`src/rtl/core/mfd_pkg.sv`:
```
// Shared types and constants for the meter frame decoder.
// Depends on nothing; imported by every module of the decoder.
`default_nettype none

package mfd_pkg;

  // Framing bytes.
  localparam logic [7:0] SOF_BYTE = 8'h02;
  localparam logic [7:0] EOF_BYTE = 8'h0D;

  // The decoded fields span the first fourteen characters of a frame.
  localparam int unsigned FIELD_SPAN = 14;

  // Character classes used by the field conversion.
  localparam logic [7:0] CH_SPACE    = 8'h20;
  localparam logic [7:0] CH_TAB      = 8'h09;
  localparam logic [7:0] CH_CR       = 8'h0D;
  localparam logic [7:0] CH_ZERO     = 8'h30;
  localparam logic [7:0] CH_NINE     = 8'h39;

  // Unit codes on the wire and as reported.
  localparam logic [13:0] TUNIT_CODE_C  = 14'd1;
  localparam logic [13:0] TUNIT_CODE_F  = 14'd2;
  localparam logic [13:0] OUNIT_CODE_PC = 14'd6;
  localparam logic [13:0] OUNIT_CODE_MG = 14'd7;
  localparam logic [1:0]  UNIT_UNKNOWN  = 2'd0;
  localparam logic [1:0]  UNIT_FIRST    = 2'd1;
  localparam logic [1:0]  UNIT_SECOND   = 2'd2;

  // Polarity digits.
  localparam logic [3:0] POL_POS_A = 4'd0;
  localparam logic [3:0] POL_POS_B = 4'd1;
  localparam logic [3:0] POL_NEG_A = 4'd2;
  localparam logic [3:0] POL_NEG_B = 4'd3;

  // Snapshot of the open frame as seen by the field decoder.
  typedef struct packed {
    logic [FIELD_SPAN-1:0][7:0] chars;
    logic [FIELD_SPAN-1:0]      vld;    // position holds a received character
    logic                       short_frame;
  } frame_view_t;

  // Decoded fields of one closed frame.
  typedef struct packed {
    logic [3:0]  pol;
    logic [1:0]  tunit;
    logic [1:0]  ounit;
    logic [3:0]  ldp;
    logic [3:0]  udp;
    logic [13:0] lread;
    logic [13:0] uread;
  } frame_fields_t;

endpackage

`default_nettype wire

```
`src/rtl/core/mfd_frame_buf.sv`:
```
// Frame state: open flag, character count and the stored leading characters.
// Depends on mfd_pkg.
`default_nettype none

module mfd_frame_buf
  import mfd_pkg::*;
#(
  parameter int unsigned FRAME_DEPTH = 32
) (
  input  wire logic        clk,
  input  wire logic        rst_n,
  input  wire logic        step,      // process rx_byte this cycle
  input  wire logic [7:0]  rx_byte,
  output logic             closes,    // rx_byte would close an open frame
  output frame_view_t      view
);

  localparam int unsigned CW = $clog2(FRAME_DEPTH + 1);

  logic          in_frame_r, in_frame_nxt;
  logic [CW-1:0] count_r, count_nxt;
  logic [FIELD_SPAN-1:0][7:0] chars_r;
  logic [FIELD_SPAN-1:0]      vld;
  logic          store;

  assign store  = (rx_byte != SOF_BYTE) && (rx_byte != EOF_BYTE) && in_frame_r &&
                  (count_r < CW'(FRAME_DEPTH));
  assign closes = (rx_byte == EOF_BYTE) && in_frame_r;

  always_comb begin
    in_frame_nxt = in_frame_r;
    count_nxt    = count_r;
    if (rx_byte == SOF_BYTE) begin
      in_frame_nxt = 1'b1;
      count_nxt    = '0;
    end else if (rx_byte == EOF_BYTE) begin
      in_frame_nxt = 1'b0;
    end else if (store) begin
      count_nxt = count_r + CW'(1);
    end
  end

  always_ff @(posedge clk) begin
    if (!rst_n) begin
      in_frame_r <= 1'b0;
      count_r    <= '0;
    end else if (step) begin
      in_frame_r <= in_frame_nxt;
      count_r    <= count_nxt;
    end
  end

  // Only the leading characters are ever decoded; later ones are just counted.
  always_ff @(posedge clk) begin
    if (step && store) begin
      for (int g = 0; g < FIELD_SPAN; g++) begin
        if (count_r == CW'(g)) begin
          chars_r[g] <= rx_byte;
        end
      end
    end
  end

  always_comb begin
    for (int g = 0; g < FIELD_SPAN; g++) begin
      vld[g] = count_r > CW'(g);
    end
  end

  assign view.chars       = chars_r;
  assign view.vld         = vld;
  assign view.short_frame = count_r < CW'(FIELD_SPAN);

endmodule

`default_nettype wire

```
`src/rtl/core/mfd_field_dec.sv`:
```
// Fixed-offset ASCII field conversion of a frame snapshot.
// Depends on mfd_pkg.
`default_nettype none

module mfd_field_dec
  import mfd_pkg::*;
(
  input  frame_view_t   view,
  output frame_fields_t fields
);

  // Leading-space skip, then a decimal digit run; unreceived positions end it.
  function automatic logic [13:0] field_conv(input frame_view_t fr,
                                             input int unsigned off,
                                             input int unsigned len);
    logic        skipping;
    logic        done;
    logic [7:0]  ch;
    logic [16:0] acc;
    skipping = 1'b1;
    done     = 1'b0;
    acc      = '0;
    ch       = '0;
    for (int unsigned k = 0; k < 4; k++) begin
      if (k < len && !done) begin
        ch = fr.chars[off + k];
        if (!fr.vld[off + k]) begin
          done = 1'b1;
        end else if (skipping && (ch == CH_SPACE || (ch >= CH_TAB && ch <= CH_CR))) begin
          skipping = 1'b1;
        end else begin
          skipping = 1'b0;
          if (ch >= CH_ZERO && ch <= CH_NINE) begin
            acc = 17'(acc * 17'd10) + 17'(ch - CH_ZERO);
          end else begin
            done = 1'b1;
          end
        end
      end
    end
    return acc[13:0];
  endfunction

  logic [13:0] pol_v, tunit_v, ounit_v, ldp_v, udp_v;

  assign pol_v   = field_conv(view, 0, 1);
  assign tunit_v = field_conv(view, 1, 1);
  assign ounit_v = field_conv(view, 2, 2);
  assign ldp_v   = field_conv(view, 4, 1);
  assign udp_v   = field_conv(view, 5, 1);

  assign fields.lread = field_conv(view, 6, 4);
  assign fields.uread = field_conv(view, 10, 4);
  assign fields.pol   = pol_v[3:0];
  assign fields.ldp   = ldp_v[3:0];
  assign fields.udp   = udp_v[3:0];

  assign fields.tunit = (tunit_v == TUNIT_CODE_C) ? UNIT_FIRST :
                        (tunit_v == TUNIT_CODE_F) ? UNIT_SECOND : UNIT_UNKNOWN;
  assign fields.ounit = (ounit_v == OUNIT_CODE_PC) ? UNIT_FIRST :
                        (ounit_v == OUNIT_CODE_MG) ? UNIT_SECOND : UNIT_UNKNOWN;

endmodule

`default_nettype wire

```
`src/rtl/core/meter_frame_decoder.sv`:
```
// Top level of the dissolved-oxygen meter frame decoder.
// Depends on mfd_pkg, mfd_frame_buf and mfd_field_dec.
`default_nettype none

// Channel  | Direction | Handshake            | Payload
// ---------+-----------+----------------------+------------------------------------
// in_      | input     | in_valid / in_ready  | in_rx_byte
// out_     | output    | out_valid / out_ready| temperature, units, oxygen, digits,
//          |           |                      | short_frame
//
// Each received byte is registered on transfer and then processed from that register;
// a closing CR, once processed, loads its result into the output register and raises
// out_valid. One byte is taken per cycle when the output side keeps up; the single
// output register is the only stall point, and only a closing CR waits on it.
// Synchronous active-low reset closes any open frame, clears the count and zeroes
// the held temperature.

module meter_frame_decoder
  import mfd_pkg::*;
#(
  parameter int unsigned FRAME_DEPTH = 32
) (
  input  wire logic         clk,
  input  wire logic         rst_n,
  input  wire logic         in_valid,
  output logic              in_ready,
  input  wire logic [7:0]   in_rx_byte,
  output logic              out_valid,
  input  wire logic         out_ready,
  output logic signed [14:0] out_temperature_tenths,
  output logic [1:0]        out_temperature_unit,
  output logic [13:0]       out_oxygen_tenths,
  output logic [1:0]        out_oxygen_unit,
  output logic [3:0]        out_polarity_code,
  output logic [3:0]        out_lower_decimals,
  output logic [3:0]        out_upper_decimals,
  output logic              out_short_frame
);

  // Input register.
  logic       in_vld_r;
  logic [7:0] in_byte_r;

  // Processing control.
  logic          closes;
  logic          out_free;
  logic          proc_fire;
  logic          emit;
  frame_view_t   view;
  frame_fields_t fields;

  logic signed [14:0] held_temp_r, held_temp_nxt;
  logic               out_vld_r;

  assign out_free  = !out_vld_r || out_ready;
  // A closing CR needs the output register; any other byte never waits.
  assign proc_fire = in_vld_r && (!closes || out_free);
  assign emit      = proc_fire && closes;
  assign in_ready  = !in_vld_r || proc_fire;

  always_ff @(posedge clk) begin
    if (!rst_n) begin
      in_vld_r <= 1'b0;
    end else if (in_ready) begin
      in_vld_r <= in_valid;
    end
  end

  always_ff @(posedge clk) begin
    if (in_valid && in_ready) begin
      in_byte_r <= in_rx_byte;
    end
  end

  mfd_frame_buf #(
    .FRAME_DEPTH (FRAME_DEPTH)
  ) u_buf (
    .clk     (clk),
    .rst_n   (rst_n),
    .step    (proc_fire),
    .rx_byte (in_byte_r),
    .closes  (closes),
    .view    (view)
  );

  mfd_field_dec u_dec (
    .view   (view),
    .fields (fields)
  );

  // Positive polarity takes the reading, negative negates it, anything else holds.
  always_comb begin
    held_temp_nxt = held_temp_r;
    if (fields.pol == POL_POS_A || fields.pol == POL_POS_B) begin
      held_temp_nxt = $signed({1'b0, fields.lread});
    end else if (fields.pol == POL_NEG_A || fields.pol == POL_NEG_B) begin
      held_temp_nxt = -$signed({1'b0, fields.lread});
    end
  end

  always_ff @(posedge clk) begin
    if (!rst_n) begin
      held_temp_r <= '0;
      out_vld_r   <= 1'b0;
    end else begin
      if (emit) begin
        held_temp_r <= held_temp_nxt;
        out_vld_r   <= 1'b1;
      end else if (out_ready) begin
        out_vld_r <= 1'b0;
      end
    end
  end

  // Result payload register.
  always_ff @(posedge clk) begin
    if (emit) begin
      out_temperature_tenths <= held_temp_nxt;
      out_temperature_unit   <= fields.tunit;
      out_oxygen_tenths      <= fields.uread;
      out_oxygen_unit        <= fields.ounit;
      out_polarity_code      <= fields.pol;
      out_lower_decimals     <= fields.ldp;
      out_upper_decimals     <= fields.udp;
      out_short_frame        <= view.short_frame;
    end
  end

  assign out_valid = out_vld_r;

endmodule

`default_nettype wire

```
`config.mk`:
```
export PLATFORM = sky130hd
export DESIGN_NAME = meter_frame_decoder
export DESIGN_NICKNAME = d
export VERILOG_FILES = /design/src/rtl/core/mfd_pkg.sv /design/src/rtl/core/mfd_frame_buf.sv /design/src/rtl/core/mfd_field_dec.sv /design/src/rtl/core/meter_frame_decoder.sv
export SDC_FILE = /design/constraint.sdc
export NUM_CORES = 1
export LEC_CHECK = 0
export BUFFER_PORTS_ARGS = -buffer_cell sky130_fd_sc_hd__clkbuf_2
export CAP_MARGIN = 10
export CELL_PAD_IN_SITES_DETAIL_PLACEMENT = 1
export CELL_PAD_IN_SITES_GLOBAL_PLACEMENT = 2
export CORE_ASPECT_RATIO = 0.5
export CORE_MARGIN = 2
export CORE_UTILIZATION = 45
export DETAILED_ROUTE_END_ITERATION = 10
export GPL_TIMING_DRIVEN = 0
export HOLD_SLACK_MARGIN = 0.03
export PLACE_DENSITY_LB_ADDON = 0.15
export SLEW_MARGIN = 40
export SYNTH_ARGS = -nofsm -noshare
export SYNTH_HDL_FRONTEND = slang
export SYNTH_SLANG_ARGS = --single-unit
```
`constraint.sdc`:
```
create_clock -name clk -period 27.9 [get_ports clk]
set_clock_uncertainty 0.05 [all_clocks]
set_input_delay 1.395 -clock clk [delete_from_list [all_inputs] [get_ports clk]]
set_output_delay 1.395 -clock clk [all_outputs]
set_load 0.01 [all_outputs]
```
==> impl_results.md <==
- Status: complete, no violations
- Primary FF master, synth: edfxtp_1
- Post-synth EDFFs: 166
- Simple-gate portion of the synthesized area: 15.1%
- Pwr dens: 30.6 nW/um2
- Fraction of registers with async set/reset: 0%
- Largest net degree at the start of global routing: 21
- CP dominant cell by count: ha_1
- Maximum VDD drop: 0.0457 mV
- Leakage Power: 0.00823 uW
- Syn Std Cell Area: 16900 um2
- Layout cells sized above 1: 10.2%
- Area delta synth->final: 9.91%
- CTS Hold Bufs: 0
- DRC viols: 0
- Average wire per standard cell: 20.1 um
- Final period util: 39.9%
- Crit Path Class: flip-flop to flip-flop
- GRT overflow: 0
- Number of max-cap violations: 0
- Worst path slowest cell: or4b_2
- Cells after Synth: 1766
- CP Launch Type: flip-flop
- Dpl cells: 2322
- FILL cells: 4197
- Max Clk Rate: 89.9 MHz
- CTS Buf Count: 17
- TritonCTS Sinks: 190
- Gr usage total: 24.5%
- Post-synth top cells: ha_1 (244), edfxtp_1 (166), a21oi_1 (135)
- Setup TNS: 0 ns
- Die Y: 141 um
- Design Power: 570 uW
- Vias: 13600
- Cell accounting for the most synthesized area: edfxtp_1
- Area share of the largest cell type after synthesis: 29.4%
- CTS tree: done
- Post-synthesis area per instance: 9.60 um2
- Initial antenna violation count: 0
- Drt via density: 5.80
- CP peak stage delay: 0.69 ns
- CP max FO: 10
- Mux contribution to synthesized area: 2.89%
- Ys Warns: 0
- Final GP Congestion: 0.851
- Worst skew pair latency: 0.45 ns
- #FFs+latches synth: 190
- Number of port buffers: 58
- Post-CTS Setup Repair Bufs: 0
- RSZ-0062 raised after global routing: no
- Adder-cell share of the synthesized area: 19.7%
- CP required: 28.02 ns
- Ant diodes: 0
- Worst Hold Class: flip-flop to flip-flop
- Synth area leaders: edfxtp_1 (29%), ha_1 (18%), xnor2_1 (5.3%)
- Slew headroom: 41.6%
- Final setup violation count: 0
- Mapped Nets: 2036
- Max Slew Vio Count: 0
- Post-synthesis xor/xnor area fraction: 8.56%
- Clk buf depth: 2
- Main combinational cell family by area after synthesis: adder cells
- Post-synthesis sequential area ratio: 32.2%
- Core area: 37300 um2
- Die area: 39300 um2
- Initial core utilization: 45.5%
- Top Family by Delay on Critical Path: adder cells
- Non-filler cells, final: 2355
- Count of cell types in the netlist: 96
- Top-count cell post-synth: ha_1
- Clock root cell: clkbuf_16
- Worst Max-Slew Pin Slew: 0.876 ns
- CP Buf/Inv Count: 4
- CTS H-tree lvls: 4
- Number of DRC markers in iteration 0: 694
- Placed cell areas: 18000 um2
- Final Hold Fails: 0
- Post-detail-place hpwl: 37300 um
- First-pass GRT wire length: 77000 um
- Crit path time final: 11.12 ns
- First-pass DRT Iterations: 5
- Number of global-route vias before repair: 14700
- PostCTS Resize Cnt: 0
- Final #Nets: 2118
- ANT nets after route: 0
- Die X: 278 um
- Site Rows: 50
- IO Count: 60
- Final WL: 47400 um
- Post-route cell area: 18600 um2
- Clk pin slew, worst setup/hold paths: 0.08 ns
- Nature of the critical path endpoint: flip-flop
- Compound-Gate Fraction of Synth Area: 17.9%
- Arr. time, crit path: 11.24 ns
tightest hold or removal path: stages, from the launching register on:
cell and delay (ns):
dfxtp_1 0.32, nand2_1 0.05, a21oi_1 0.05
placed cells by master (no fill, tap or decap), types with 34 or more instances in the layout:
cell type	synthesis	final
a21o_1	34	34
nand2_1	103	103
nor2_1	123	121
xnor2_1	103	103
and2_1	35	35
edfxtp_1	166	166
nor3_1	49	36
a21oi_1	135	135
xor2_1	60	60
inv_1	120	120
o21ai_0	87	87
clkbuf_2	0	58
ha_1	244	244
routing by layer:
metal / GRT usage, % / share of wire (%) / up-vias
met2: 42.7 / 48 / 172
met4: 5.57 / 1.1 / 0
met3: 2.62 / 2.3 / 29
met5: 0 / 0 / -
met1: 33.0 / 49 / 6774
li1: - / - / 6673
final timing paths:
path | from | cells after the start | endpoint | slack, ns
max | u_buf.view[67] | 42 | out_temperature_tenths[13] | 16.78
min | held_temp_r[3] | 2 | held_temp_r[3] | 0.41
max reg2reg | u_buf.view[67] | 42 | out_temperature_tenths[13] | 16.78
min reg2reg | held_temp_r[3] | 2 | held_temp_r[3] | 0.41
where the power goes:
group / total (uW) / internal (uW) / leakage [uW] / switching (uW)
Clock: 251 / 123 / 0.000290 / 128
Combinational: 3.12 / 1.05 / 0.00616 / 2.06
Sequential: 316 / 310 / 0.00178 / 6.04
Total: 570 / 434 / 0.00823 / 136
kinds of logic after synthesis:
logic type | after synthesis
adder cells (fa/ha/maj) | 258
XOR/XNOR | 164
AND/OR/NAND/NOR | 497
AO/OA/AOI/OAI | 456
multiplexers | 45
buffers and inverters | 156
flip-flops | 190
flip-flops by register name, summed over array words and instances, names as in the netlist, 2 cells and up:
signal / flops
held_temp_r: 15
in_byte_r: 8
out_lower_decimals: 4
out_oxygen_tenths: 14
out_oxygen_unit: 2
out_polarity_code: 4
out_temperature_tenths: 15
out_temperature_unit: 2
out_upper_decimals: 4
u_buf.count_r: 6
u_buf.view: 112
metrics by stage:
stage	hold WS (ns)	utilization, %	setup WS (ns)
6_report	0.415	50.0	16.78
3_3_place_gp	0.388	47.9	17.10
3_5_place_dp	0.408	48.3	16.82
2_1_floorplan	0.378	-	18.75
5_1_grt	0.449	50.0	15.93
4_1_cts	0.419	49.9	16.78
final cells by class:
cell class	count	area (um2)	area share [%]
Sequential cell	190	5470	29.3
Timing Repair Buffer	63	348	1.87
Clock inverter	14	166	0.893
Multi-Input combinational cell	1420	11000	58.9
Buffer	35	160	0.860
Inverter	121	454	2.44
Tap cell	494	618	3.32
Clock buffer	18	439	2.36
Note: power is estimated with default switching activity, not from simulation.
